$ cat src/design/palette_pixel_expander_macros.svh
// assertion macros shared by the expander
`ifndef PALETTE_PIXEL_EXPANDER_MACROS_SVH
`define PALETTE_PIXEL_EXPANDER_MACROS_SVH

// same-cycle implication, checked out of reset
`define PPE_ASSERT_IMPL(label, ante, cons, msg) \
	label: assert property (@(posedge clk) disable iff (!arst_n) (ante) |-> (cons)) \
		else $error(msg);

// next-cycle implication, checked out of reset
`define PPE_ASSERT_NEXT(label, ante, cons, msg) \
	label: assert property (@(posedge clk) disable iff (!arst_n) (ante) |=> (cons)) \
		else $error(msg);

`endif

$ cat src/design/ppe_queue.sv
// ----------------------------------------------------------------------------
// ppe_queue
// Small register queue; DEPTH must be a power of two.
// ----------------------------------------------------------------------------
module ppe_queue #(
	parameter type T     = logic [7:0],
	parameter int  DEPTH = 4
) (
	input  logic                         clk,
	input  logic                         arst_n,
	input  logic                         push,
	input  T                             wdata,
	output logic                         full,
	input  logic                         pop,
	output T                             rdata,
	output logic                         empty,
	output logic [$clog2(DEPTH+1)-1:0]   count
);
	localparam int PW = $clog2(DEPTH);
	localparam int CW = $clog2(DEPTH + 1);

	T                mem_q [DEPTH];
	logic [PW-1:0]   wr_ptr_q;
	logic [PW-1:0]   rd_ptr_q;
	logic [CW-1:0]   count_q;
	logic            do_push;
	logic            do_pop;

	assign full    = (count_q == CW'(DEPTH));
	assign empty   = (count_q == '0);
	assign count   = count_q;
	assign rdata   = mem_q[rd_ptr_q];
	assign do_push = push && !full;
	assign do_pop  = pop && !empty;

	always_ff @(posedge clk or negedge arst_n) begin
		if (!arst_n) begin
			wr_ptr_q <= '0;
			rd_ptr_q <= '0;
			count_q  <= '0;
		end else begin
			if (do_push) wr_ptr_q <= wr_ptr_q + PW'(1);
			if (do_pop) rd_ptr_q <= rd_ptr_q + PW'(1);
			if (do_push && !do_pop) begin
				count_q <= count_q + CW'(1);
			end else if (do_pop && !do_push) begin
				count_q <= count_q - CW'(1);
			end
		end
	end

	always_ff @(posedge clk) begin
		if (do_push) mem_q[wr_ptr_q] <= wdata;
	end

endmodule

$ cat config.mk
export PLATFORM = sky130hd
export DESIGN_NAME = ppe_queue
export DESIGN_NICKNAME = d
export VERILOG_FILES = /design/src/design/palette_pixel_expander_macros.svh /design/src/design/ppe_queue.sv
export SDC_FILE = /design/constraint.sdc
export NUM_CORES = 1
export LEC_CHECK = 0
export BUFFER_PORTS_ARGS = -buffer_cell sky130_fd_sc_hd__buf_2
export CAP_MARGIN = 20
export CORE_MARGIN = 2
export CORE_UTILIZATION = 59
export CTS_CLUSTER_DIAMETER = 50
export DETAILED_ROUTE_END_ITERATION = 10
export HOLD_SLACK_MARGIN = 0.15
export PLACE_DENSITY = 0.86
export SYNTH_ARGS = -nofsm -noshare
export SYNTH_HDL_FRONTEND = slang
export SYNTH_SLANG_ARGS = --single-unit
$ cat constraint.sdc
create_clock -name clk -period 5.3 [get_ports clk]
set_clock_uncertainty 0.1 [all_clocks]
set_input_delay 1.06 -clock clk [delete_from_list [all_inputs] [get_ports clk]]
set_output_delay 1.06 -clock clk [all_outputs]
set_load 0.03 [all_outputs]
* Word level (Yosys, flattened, before mapping)
Memories as Yosys holds them, arrays and structs flattened. Index checks and enable logic that the tools add are counted.
Word-level totals: register bits after elaboration 7, memory bits (writable) 32, input bits 12, word-level logic and storage cells 23, memories 1
Cells by class: add/sub/neg operators 4, equal/unequal tests 1, muxes and demuxes 4, reduce and logical (&&, ||, !) cells 10
Memories:
- mem_q | words 4, width 8, rd ports 1, clocked after memory_dff 0, wr ports 1, line ppe_queue.sv:22 | T mem_q [DEPTH];
Operators by type and width (number):
- 3-bit two-way mux | 2
- 2-bit by 1-bit adder with 2-bit output, second input constant | 2
- 1-bit logical AND | 4
- 1-bit zero test | 4
- 3-bit by 1-bit adder with 3-bit output, second input constant | 1
- 3-bit == test, second input constant | 1
- 3-bit zero test | 1
- 3-bit by 1-bit subtractor with 3-bit output, second input constant | 1
- 1-bit two-way mux | 2
- 2-bit nonzero test | 1

* Logic depth before layout (Yosys ltp)
word-level depth 7, gate-level depth with buffers 9, depth with buffers taken out 8

* Worst setup path after synthesis
OpenSTA, ideal clock, no wires.
path kind flip-flop to flip-flop, start register count_q[0], in the netlist count[0], end register count_q[2], in the netlist count[2], arrival time 2.582 ns, data required time 5.120 ns, setup slack 2.537 ns, stages on the path, launching flop included 9, cell sequence dfrtp_1 nor3_1 nand2b_1 ha_1 inv_1 fa_1 xor2_1 nor2_1 xor2_1
On the way: word-level cells in the longest chain between the ends 6, elaborated cells between the ends (all ways) 15, classes of those cells 2 x add/sub; 1 x eq/ne; 2 x mux; 10 x reduce/logical
RTL lines:
- start, declared | line ppe_queue.sv:25 | logic [CW-1:0] count_q;
- start signal, assigned | line ppe_queue.sv:45 | count_q <= count_q + CW'(1);
- start signal, assigned | line ppe_queue.sv:47 | count_q <= count_q - CW'(1);
- 3-bit zero test * | line ppe_queue.sv:30 | assign empty = (count_q == '0);
- via empty | line ppe_queue.sv:16 | output logic empty,
- 1-bit zero test * | line ppe_queue.sv:34 | assign do_pop = pop && !empty;
- 1-bit logical AND * | line ppe_queue.sv:34
- 1-bit zero test | line ppe_queue.sv:44 | if (do_push && !do_pop) begin
- 1-bit logical AND | line ppe_queue.sv:44
- 3-bit two-way mux or 2-bit nonzero test (tied branches)
The timed path passes the listed nets; every way through them passes the cells marked *. The select of a mux whose other input is x is not followed. A chain may end at the register's enable or synchronous reset.

==> qor.yml <==
drt:
  detail_route.drc_violations: 0
  first_iter_violations: 7
  antenna_violating_nets_post_route: 0
  first_pass_drt_iterations: 3
  vias_per_cell: 5.44
  number_of_vias_in_the_routed_layout: 740
  wl_um: 2580
  routedWlPerCell_um: 19.0
worst_setup_path:
  worst_reg2reg_endpoint: "count[2]"
  crit-reg2reg-launch: "count[0]"
  timing.critical_path.cells: "mux4_2 -> buf_2"
  setup.reg_to_reg.worst_slack_ns: 3.02
  crit_family: "flip-flops"
  worst_r2r_path_depth: 8
  cp_data_arrival_time_ns: 1.87
  critical_path_peak_fanout: 10
  timing.critical_path.to_type: "primary output"
  critical_path_buf_inv_count: 1
  startpoint_type: "flip-flop"
  critical-path-slowest-cell: "dfrtp_1"
  critical_path_class: "reg2out"
  required_ns: 4.14
  crit_path_max_incr_delay_ns: 0.74
layout:
  utilization_pct: 72.6
  drive_gt1_share_pct: 45.3
  area_growth_syn_to_layout_pct: 15.3
  post_route_design_area_sq_mm: 0.00183
  n_antenna_cell: 0
  nets: 123
grt:
  global_route.usage.met3_pct: 6.51
  grt.met2_usage_pct: 32.7
  overall_overflow_remaining_after_global_route: 0
  grt.total_usage_pct: 19.0
  grt_antenna_before_repair: 0
  grt_most_used_layer: "met2"
  grt_max_degree: 14
  global_routing_usage_on_met1_pct: 22.0
  grt_pass1_vias: 848
  grt_first_pass_wirelength_um: 4200
logic_synthesis:
  synth_top_cell_area_share_pct: 60.5
  ys_warn_count: 0
  syn_inst: 77
  synth-seq-cells: 39
  synth.cell_area_sq_mm: 0.00159
  postSynthNetCount: 95
  synthTopCellsByArea: "edfxtp_1 (60%), mux4_2 (11%), dfrtp_1 (11%)"
  synth.avg_cell_area_sq_um: 20.6
  synth_sequential_area_ratio_pct: 71.5
  synth_largest_area_cell: "edfxtp_1"
  netlist-cell-type-count: 20
timing:
  timing.final.hold_violations: 0
  worst-slew-pin-transition_ns: 0.599
  relSlewSlack_pct: 60.0
  rsz_0062_raised_after_global_routing: "false"
  min_period_ns: 3.03
  slew_violations: 0
  setup-violations-final: 0
  fin_worst_hold_slack_ns: 0.421
  finalSetupTns_ns: 0
  max_freq_ghz: 0.331
  layout_worst_path_cycle_share_pct: 57.1
floorplan:
  floorplan.rows: 18
  die_outline_area_sq_mm: 0.00312
  initial_utilization_pct: 63.0
  coreArea_sq_mm: 0.00252
  die_height_um: 55.9
  top_level_ports: 25
  floorplan.die.width_um: 55.9
placed_design:
  place_area_sq_mm: 0.00173
  port_buffers: 24
  gp_congestion: 0.762
power_and_ir_drop:
  powerDensity_mw_per_mm2: 626
  maximum_vdd_drop_uv: 508
  design_power_total_mw: 1.15
  leakage_nw: 0.696
run_status:
  status: "finished, final reports clean"
clocking:
  cts-buffers-inserted: 5
  cts.path.max_buffers: 2
  cts_sinks: 39
  clock_latency_ns: 0.34
  cts_root_buffer: "clkbuf_4"
  post_cts.resized_instances: 0
  tritoncts_clock_tree: "done"
  cts.reportedPaths.clkPinSlew_ns: 0.12
  h-tree-depth: 2
  post-cts-setup-buffer-count: 0
  cts-hold-fix-buffers: 0
min_path:
  hold_class: "in2async"
run:
  maxCapViolCount: 0
## routing by layer
metal  share of wire (%)  wire length (um)
met3                 3.8                98
met1                  42              1100
met4                 1.6                42
met5                   0                 0
met2                  52              1340
## state kept, by name (all words and copies together), names as in the netlist
signal,cells
rd_ptr_q,2
count,3
mem_q,32
wr_ptr_q,2
## cell usage in the layout, fill, tap and decap left out, types with 2 or more instances in the layout
cell	Yosys	routed
edfxtp_1	32	32
buf_2	1	24
mux4_2	8	8
dfrtp_1	7	7
ha_1	5	5
clkbuf_4	0	5
and2_2	4	4
xnor2_1	4	4
inv_1	3	3
xor2_1	2	2
bufinv_16	0	2
## layout make-up
type | instances | area (sq um)
Inverter | 3 | 11.3
Fill cell | 175 | 691
Sequential cell | 39 | 1140
Multi-Input combinational cell | 32 | 422
Clock buffer | 5 | 37.5
Tap cell | 30 | 37.5
Clock inverter | 3 | 67.6
Timing Repair Buffer | 24 | 120
## worst max path at each step
stage                start  endpoint  slack, ns  cells after the start
2_1_floorplan     count[0]  count[2]       2.54                      8
3_3_place_gp          push  count[2]       2.63                      8
3_5_place_dp          push  count[2]       2.56                      8
4_1_cts        rd_ptr_q[0]  rdata[3]       2.24                      2
5_1_grt        rd_ptr_q[0]  rdata[3]       2.18                      2
6_report       rd_ptr_q[0]  rdata[3]       2.27                      2
## cells in the mapped netlist
cell type / count
dfrtp_1: 7
xnor2_1: 4
nand2b_1: 1
inv_1: 3
mux2_2: 1
mux4_2: 8
nor3_1: 1
ha_1: 5
xor2_1: 2
and2_2: 4
fa_1: 1
buf_6: 1
buf_2: 1
mux2_4: 1
nor3b_4: 1
nor2b_2: 1
edfxtp_1: 32
clkbuf_1: 1
nor2_1: 1
nand3b_1: 1
## cell families (layout without fill, tap and decap cells)
family,count (synthesis),in the layout,share of synthesized area [%]
buffers and inverters,6,35,1.97
multiplexers,10,10,13.0
adder cells (fa/ha/maj),6,6,5.20
XOR/XNOR,6,6,3.31
flip-flops,39,39,71.5
AND/OR/NAND/NOR,10,10,5.04
## power by group
group	leakage (nW)	switching, mW	internal (mW)	total [mW]
logic	0.269	0.234	0.176	0.410
registers	0.375	0.0770	0.415	0.492
clock network	0.0514	0.0976	0.147	0.244
total	0.696	0.409	0.737	1.15
## metrics by stage
step           cells  setup slack (ns)
6_report         136              2.27
3_3_place_gp     128              2.63
2_1_floorplan     77              2.54
5_1_grt          136              2.18
3_5_place_dp     128              2.56
4_1_cts          136              2.24
Power figures use the tool's default switching activity.
