`config.mk`:
```
export PLATFORM = sky130hd
export DESIGN_NAME = ppe_front
export DESIGN_NICKNAME = d
export VERILOG_FILES = /design/src/design/palette_pixel_expander_macros.svh /design/src/design/ppe_pkg.sv /design/src/design/ppe_front.sv
export SDC_FILE = /design/constraint.sdc
export NUM_CORES = 1
export LEC_CHECK = 0
export ABC_AREA = 0
export BUFFER_PORTS_ARGS = -buffer_cell sky130_fd_sc_hd__clkbuf_2
export CAP_MARGIN = 20
export CORE_MARGIN = 2
export CORE_UTILIZATION = 30
export CTS_CLUSTER_SIZE = 16
export DETAILED_ROUTE_END_ITERATION = 16
export PLACE_DENSITY = 0.56
export SLEW_MARGIN = 40
export SYNTH_ARGS = -nofsm -noshare
export SYNTH_HDL_FRONTEND = slang
export SYNTH_SLANG_ARGS = --single-unit
export TNS_END_PERCENT = 50
```
`constraint.sdc`:
```
create_clock -name clk -period 2.5 [get_ports clk]
set_input_delay 0.625 -clock clk [delete_from_list [all_inputs] [get_ports clk]]
set_output_delay 0.625 -clock clk [all_outputs]
set_load 0.005 [all_outputs]
```
`src/design/palette_pixel_expander_macros.svh`:
```
// assertion macros shared by the expander
`ifndef PALETTE_PIXEL_EXPANDER_MACROS_SVH
`define PALETTE_PIXEL_EXPANDER_MACROS_SVH

// same-cycle implication, checked out of reset
`define PPE_ASSERT_IMPL(label, ante, cons, msg) \
	label: assert property (@(posedge clk) disable iff (!arst_n) (ante) |-> (cons)) \
		else $error(msg);

// next-cycle implication, checked out of reset
`define PPE_ASSERT_NEXT(label, ante, cons, msg) \
	label: assert property (@(posedge clk) disable iff (!arst_n) (ante) |=> (cons)) \
		else $error(msg);

`endif

```
`src/design/ppe_pkg.sv`:
```
// ----------------------------------------------------------------------------
// ppe_pkg
// Types, constants and helpers shared by the palette pixel expander.
// ----------------------------------------------------------------------------
package ppe_pkg;

	localparam int PALETTE_DEPTH_DEF = 256;
	localparam int CMD_DEPTH_DEF     = 4;
	localparam int OUT_DEPTH_DEF     = 4;

	// configuration register codes (register index = paddr[2])
	localparam logic REG_PIXEL_MODE    = 1'b0;
	localparam logic REG_CHANNEL_SHIFT = 1'b1;

	localparam logic [1:0] MODE_PAL4   = 2'd0;
	localparam logic [1:0] MODE_PAL8   = 2'd1;
	localparam logic [1:0] MODE_DIRECT = 2'd2;
	localparam logic [1:0] MODE_RGB24  = 2'd3;

	localparam logic OP_PAL_WRITE = 1'b0;
	localparam logic OP_PIXEL     = 1'b1;

	localparam logic [1:0] MODE_RESET  = MODE_PAL4;
	localparam logic [2:0] SHIFT_RESET = 3'd3;

	typedef struct packed {
		logic        opcode;
		logic [7:0]  palette_index;
		logic [14:0] palette_color;
		logic [15:0] pixel_data;
	} pix_in_t;

	typedef struct packed {
		logic [7:0] blue;
		logic [7:0] green;
		logic [7:0] red;
		logic       last_of_run;
	} pix_out_t;

	typedef enum logic [2:0] {
		CMD_WRITE,
		CMD_PAL_TWO,
		CMD_PAL_ONE,
		CMD_DIRECT,
		CMD_RGB
	} cmd_kind_t;

	// data layout by kind:
	//   write:   [7:0] index, [22:8] colour
	//   pal_two: [7:0] low nibble index, [15:8] high nibble index
	//   pal_one: [7:0] index
	//   direct:  [14:0] colour
	//   rgb:     [7:0] red, [15:8] green, [23:16] blue
	typedef struct packed {
		cmd_kind_t   kind;
		logic [23:0] data;
	} cmd_t;

	// 5-bit channel shifted left and cut to a byte
	function automatic logic [7:0] widen(input logic [4:0] ch, input logic [2:0] sh);
		logic [7:0] w;
		w = {3'b000, ch};
		return w << sh;
	endfunction

endpackage

```
`src/design/ppe_front.sv`:
```
// ----------------------------------------------------------------------------
// ppe_front
// Takes input requests, sorts them by mode and gathers 24-bit pixels.
// ----------------------------------------------------------------------------
module ppe_front (
	input  logic             clk,
	input  logic             arst_n,
	input  logic             push,
	input  ppe_pkg::pix_in_t item,
	input  logic             cmd_full,
	input  logic [1:0]       pixel_mode,
	input  logic             mode_wr,
	output logic             cmd_push,
	output ppe_pkg::cmd_t    cmd
);
	import ppe_pkg::*;

	logic [15:0] coll_q;
	logic [1:0]  cnt_q;
	logic        accept;
	logic [7:0]  pix_byte;
	logic        rgb_partial;

	assign accept      = push && !cmd_full;
	assign pix_byte    = item.pixel_data[7:0];
	assign rgb_partial = (item.opcode == OP_PIXEL) && (pixel_mode == MODE_RGB24)
		&& (cnt_q < 2'd2);
	assign cmd_push    = accept && !rgb_partial;

	always_comb begin
		cmd.kind = CMD_WRITE;
		cmd.data = {1'b0, item.palette_color, item.palette_index};
		if (item.opcode == OP_PIXEL) begin
			case (pixel_mode)
				MODE_PAL4: begin
					cmd.kind = CMD_PAL_TWO;
					cmd.data = {8'h00, 4'h0, pix_byte[7:4], 4'h0, pix_byte[3:0]};
				end
				MODE_PAL8: begin
					cmd.kind = CMD_PAL_ONE;
					cmd.data = {16'h0000, pix_byte};
				end
				MODE_DIRECT: begin
					cmd.kind = CMD_DIRECT;
					cmd.data = {9'h000, item.pixel_data[14:0]};
				end
				default: begin
					cmd.kind = CMD_RGB;
					cmd.data = {pix_byte, coll_q[15:8], coll_q[7:0]};
				end
			endcase
		end
	end

	// collects the first two bytes of a 24-bit pixel
	always_ff @(posedge clk or negedge arst_n) begin
		if (!arst_n) begin
			coll_q <= '0;
			cnt_q  <= '0;
		end else if (mode_wr) begin
			coll_q <= '0;
			cnt_q  <= '0;
		end else if (accept && item.opcode == OP_PIXEL && pixel_mode == MODE_RGB24) begin
			if (cnt_q == 2'd0) begin
				coll_q <= {8'h00, pix_byte};
				cnt_q  <= 2'd1;
			end else if (cnt_q == 2'd1) begin
				coll_q <= {pix_byte, coll_q[7:0]};
				cnt_q  <= 2'd2;
			end else begin
				coll_q <= '0;
				cnt_q  <= 2'd0;
			end
		end
	end

endmodule

```
After elaboration in Yosys (flattened, before gate mapping)
Cells that the tools add are included.

word-level totals
  register bits = 18
  bits in latches = 0
  RAM bits = 0
  memory bits (read-only) = 0
  bits of input ports = 47
  output and inout bits = 28
  memories = 0

cells by class
  $add $sub $neg = 0
  $mul = 0
  div/mod/pow operators = 0
  $lt $le $gt $ge = 1
  eq/ne operators = 5
  shift-type cells = 0
  mux-type cells = 10
  bitwise logic cells = 0
  reduce and logical (&&, ||, !) cells = 12

operators by type and width
  cell                  number
  $pmux W27 S3          1
  $mux W16              4
  $mux W27              1
  $mux W2               4
  $logic_and A1 B1 Y1   6
  $eq A2 B1 Y1 const B  2
  $eq A2 B2 Y1 const B  2
  $logic_not A2 Y1      2
  $ne A3 B3 Y1 const B  1
  $logic_not A1 Y1      2
  $lt A2 B2 Y1 const B  1
  $reduce_and A2 Y1     1
  $reduce_bool A2 Y1    1

Longest topological paths before layout
  word-level depth = 6
  mapped depth = 6

Worst setup path before layout
No wires, ideal clock.

  path type = input port to output port
  from = in pixel_mode[0]
  to = out cmd[0] in the netlist's numbering
  data arrival time = 1.735 ns
  setup slack = 0.140 ns
  cell stages on the path = 5
  path through = ha_1 buf_2 and2_1 clkbuf_1 a221o_1

RTL lines
  element             RTL line         source
  start: declaration  ppe_front.sv:11  input logic [1:0] pixel_mode,
  end: declaration    ppe_front.sv:14  output ppe_pkg::cmd_t cmd

==> impl_results.md <==
* Vias at 1564
* Worst Setup End Kind: output port
* Max transition margin at 54.68%
* Post-Route WL at 4.348 mm
* R2R Setup Slk at 1020 ps
* DR iter-0 viols at 123
* Max-Cap Viols at 0
* Fin crit period at 2419 ps
* Multi-input logic area at 860.8 sq um
* Register area at 450.4 sq um
* Initial core utilization at 30.60%
* Largest net degree at the start of global routing at 20
* Placed Cells at 298
* Die width at 72.96 microns
* CP max FO at 4
* Actual slew at the worst max-slew pin at 678.3 ps
* Biggest area consumer among synthesized cells: dfrtp_1
* Yosys reg bits at 18
* Post-CTS Setup Inserts at 0
* Mean post-synth cell area at 8.059 sq um
* Vias per cell at 5.196
* Register area share after synthesis at 31.58%
* Die Span Y at 72.96 microns
* Syn Std Cell Area at 1426 sq um
* Netlist cell types at 30
* Kind of critical path: input pin to output port
* Root buf cell: clkbuf_8
* Per-cell routed wire length at 14.45 microns
* Synth async-reset ratio at 100.0%
* IO buf count at 73
* Tcrit/Tclk final at 96.74%
* First-pass GRT wire length at 7.058 mm
* Crit path required time at 1880 ps
* Worst Path Arrival at 1790 ps
* Setup Viol. Count Final at 0
* Critical Path Start: pixel_mode[0]
* Syn nets at 228
* Bufs on Longest Clock Path at 2
* Max-slew violations at 0
* Gr ovfl total at 0
* Multiplexer area fraction after synthesis at 0.7018%
* Cell Rows at 25
* Antenna viol nets, final at 0
* Final Skew at 3.733 ps
* Startpoint types: input pin
* Top FF cell, synth: dfrtp_1
* Reg2Reg Depth at 3
* Outcome: finished, final reports clean
* RePlAce Congestion at 0.7249
* H-tree depth at 1
* Synth warn at 0
* Ports at 75
* Synth Area in Adders at 3.509%
* Clock Latency Late Sink at 250 ps
* Core box area at 4661 sq um
* Worst-case vdd ir drop at 0.0002336 V
* Xor and xnor area share after synthesis at 0%
* Mapped Cells at 177
* DP Area at 1872 sq um
* Share of layout cells above drive strength 1 at 37.25%
* DR pass1 iterations at 4
* Worst hold path class: input pin to async pin
* Simple logic cell fraction of the synthesized area at 30.61%
* PD cells at 358.6 nW/um^2
* Top-area cell type share of the netlist area at 31.58%
* Die Area at 5322 sq um
* Largest family of logic cells by synthesized area: simple AND/OR/NAND/NOR gates
* Clock Sinks at 18
* Main area contributors after synthesis: dfrtp_1 (32%), a221o_1 (5.6%), or4b_1 (5.6%), nor2b_1 (5.3%), nor4b_1 (4.9%)
* Total CTS buffers at 3
* Antenna Cells at 0
* DRC violations left at 0
* Design area at 1924 sq um
* Max Clock Freq at 413.5 MHz
* Clock slew at reported path FFs at 70 ps
* CTS tree: done
* Initial antenna violation count at 0
* Crit Reg-Reg Endpoint: coll_q[2]
* Layout Nets at 300
* Leakage power at 1.036 nW
* R2R Path Start: cnt_q[0]
* Layout Cells excl Fill at 301
* Post-synth EDFFs at 0
* Tot GR Track Use at 17.13%
* Fillcell total at 516
* Area Growth Syn to Fin at 34.91%
* Post-DP HPWL at 3.344 mm
* Vias in the first global route at 1383
* Hold WS at 320.5 ps
* Final Hold Fails at 0
* Compound-gate portion of the synthesized area at 24.74%
## timing repair
| item | 4_1_cts | 5_1_grt |
|---|---|---|
| endpoints found under the hold margin | 0 | 0 |
| endpoints found under the setup margin | 0 | 10 |
| resized for setup | 0 | 4 |
| hold buffers | 0 | 0 |
## state kept, by name, summed over array words and instances (netlist names)
register	cells
cnt_q	2
coll_q	16
## report_power, final
group	total (mW)	switching (mW)	internal [mW]
combinational	0.194	0.0998	0.0937
clock	0.201	0.0938	0.107
sequential	0.296	0.00238	0.293
## metrics by stage
stage               setup TNS, ps  utilization, %  power (mW)  setup slack, ps
finish                          0           41.29      0.6900            81.46
global route               -9.275           41.29      0.7379           -6.564
CTS                             0           41.05      0.7018            45.22
detailed placement              0           40.16      0.4939            47.89
global placement                0           40.16      0.4928            46.96
floorplan                       0               -      0.3884            140.0
## cell usage after synthesis, types with 3 or more instances
master,number
nand3_1,7
nand2_1,18
a22oi_1,3
a221oi_1,4
dfrtp_1,18
o21ai_0,12
nor2b_1,12
or4b_1,8
a21o_1,8
buf_2,4
a21oi_1,4
o22ai_1,4
nor4b_1,8
nor2_1,9
a31oi_1,8
clkbuf_1,11
inv_1,15
ha_1,4
a221o_1,8
## metal layers
| layer | GRT usage [%] | share of wire, % | wire length [microns] |
|---|---|---|---|
| met1 | 24.23 | 47 | 2065 |
| met2 | 27.27 | 47 | 2047 |
| met3 | 3.591 | 4.6 | 202 |
| met4 | 3.086 | 0.76 | 33 |
| met5 | 0 | 0 | 0 |
## worst max-delay path by stage
| stage | endpoint | cells past startpoint |
|---|---|---|
| finish | cmd[2] | 8 |
| global route | cmd[2] | 8 |
| CTS | cmd[2] | 8 |
| detailed placement | cmd[2] | 8 |
| global placement | cmd[6] | 6 |
| floorplan | cmd[0] | 5 |
## final cells by class
cell class / count / share of cell area, %
clock buffers: 3 / 2.146
repair buffers: 84 / 23.28
multi-input cells: 127 / 44.73
inverters: 15 / 2.926
flip-flops and latches: 18 / 23.41
well taps: 54 / 3.511
## logic make-up after synthesis
family,Yosys count
simple gates,71
compound gates,51
buf+inv,32
flops,18
fa+ha+maj,4
mux,1
## worst max-delay path, cell delays in order
cell and delay [ps]:
clkbuf_2 110, inv_1 60, ha_2 200, nor3_2 170
nor2_1 70, buf_4 150, a221o_1 300, clkbuf_2 120
## placed cells by master (no fill, tap or decap), types with 11 or more instances in the layout
master	count
buf_4	11
clkbuf_2	73
dfrtp_1	18
inv_1	15
nand2_1	18
nor2b_1	12
o21ai_0	12
(Power assumes the default switching activity.)
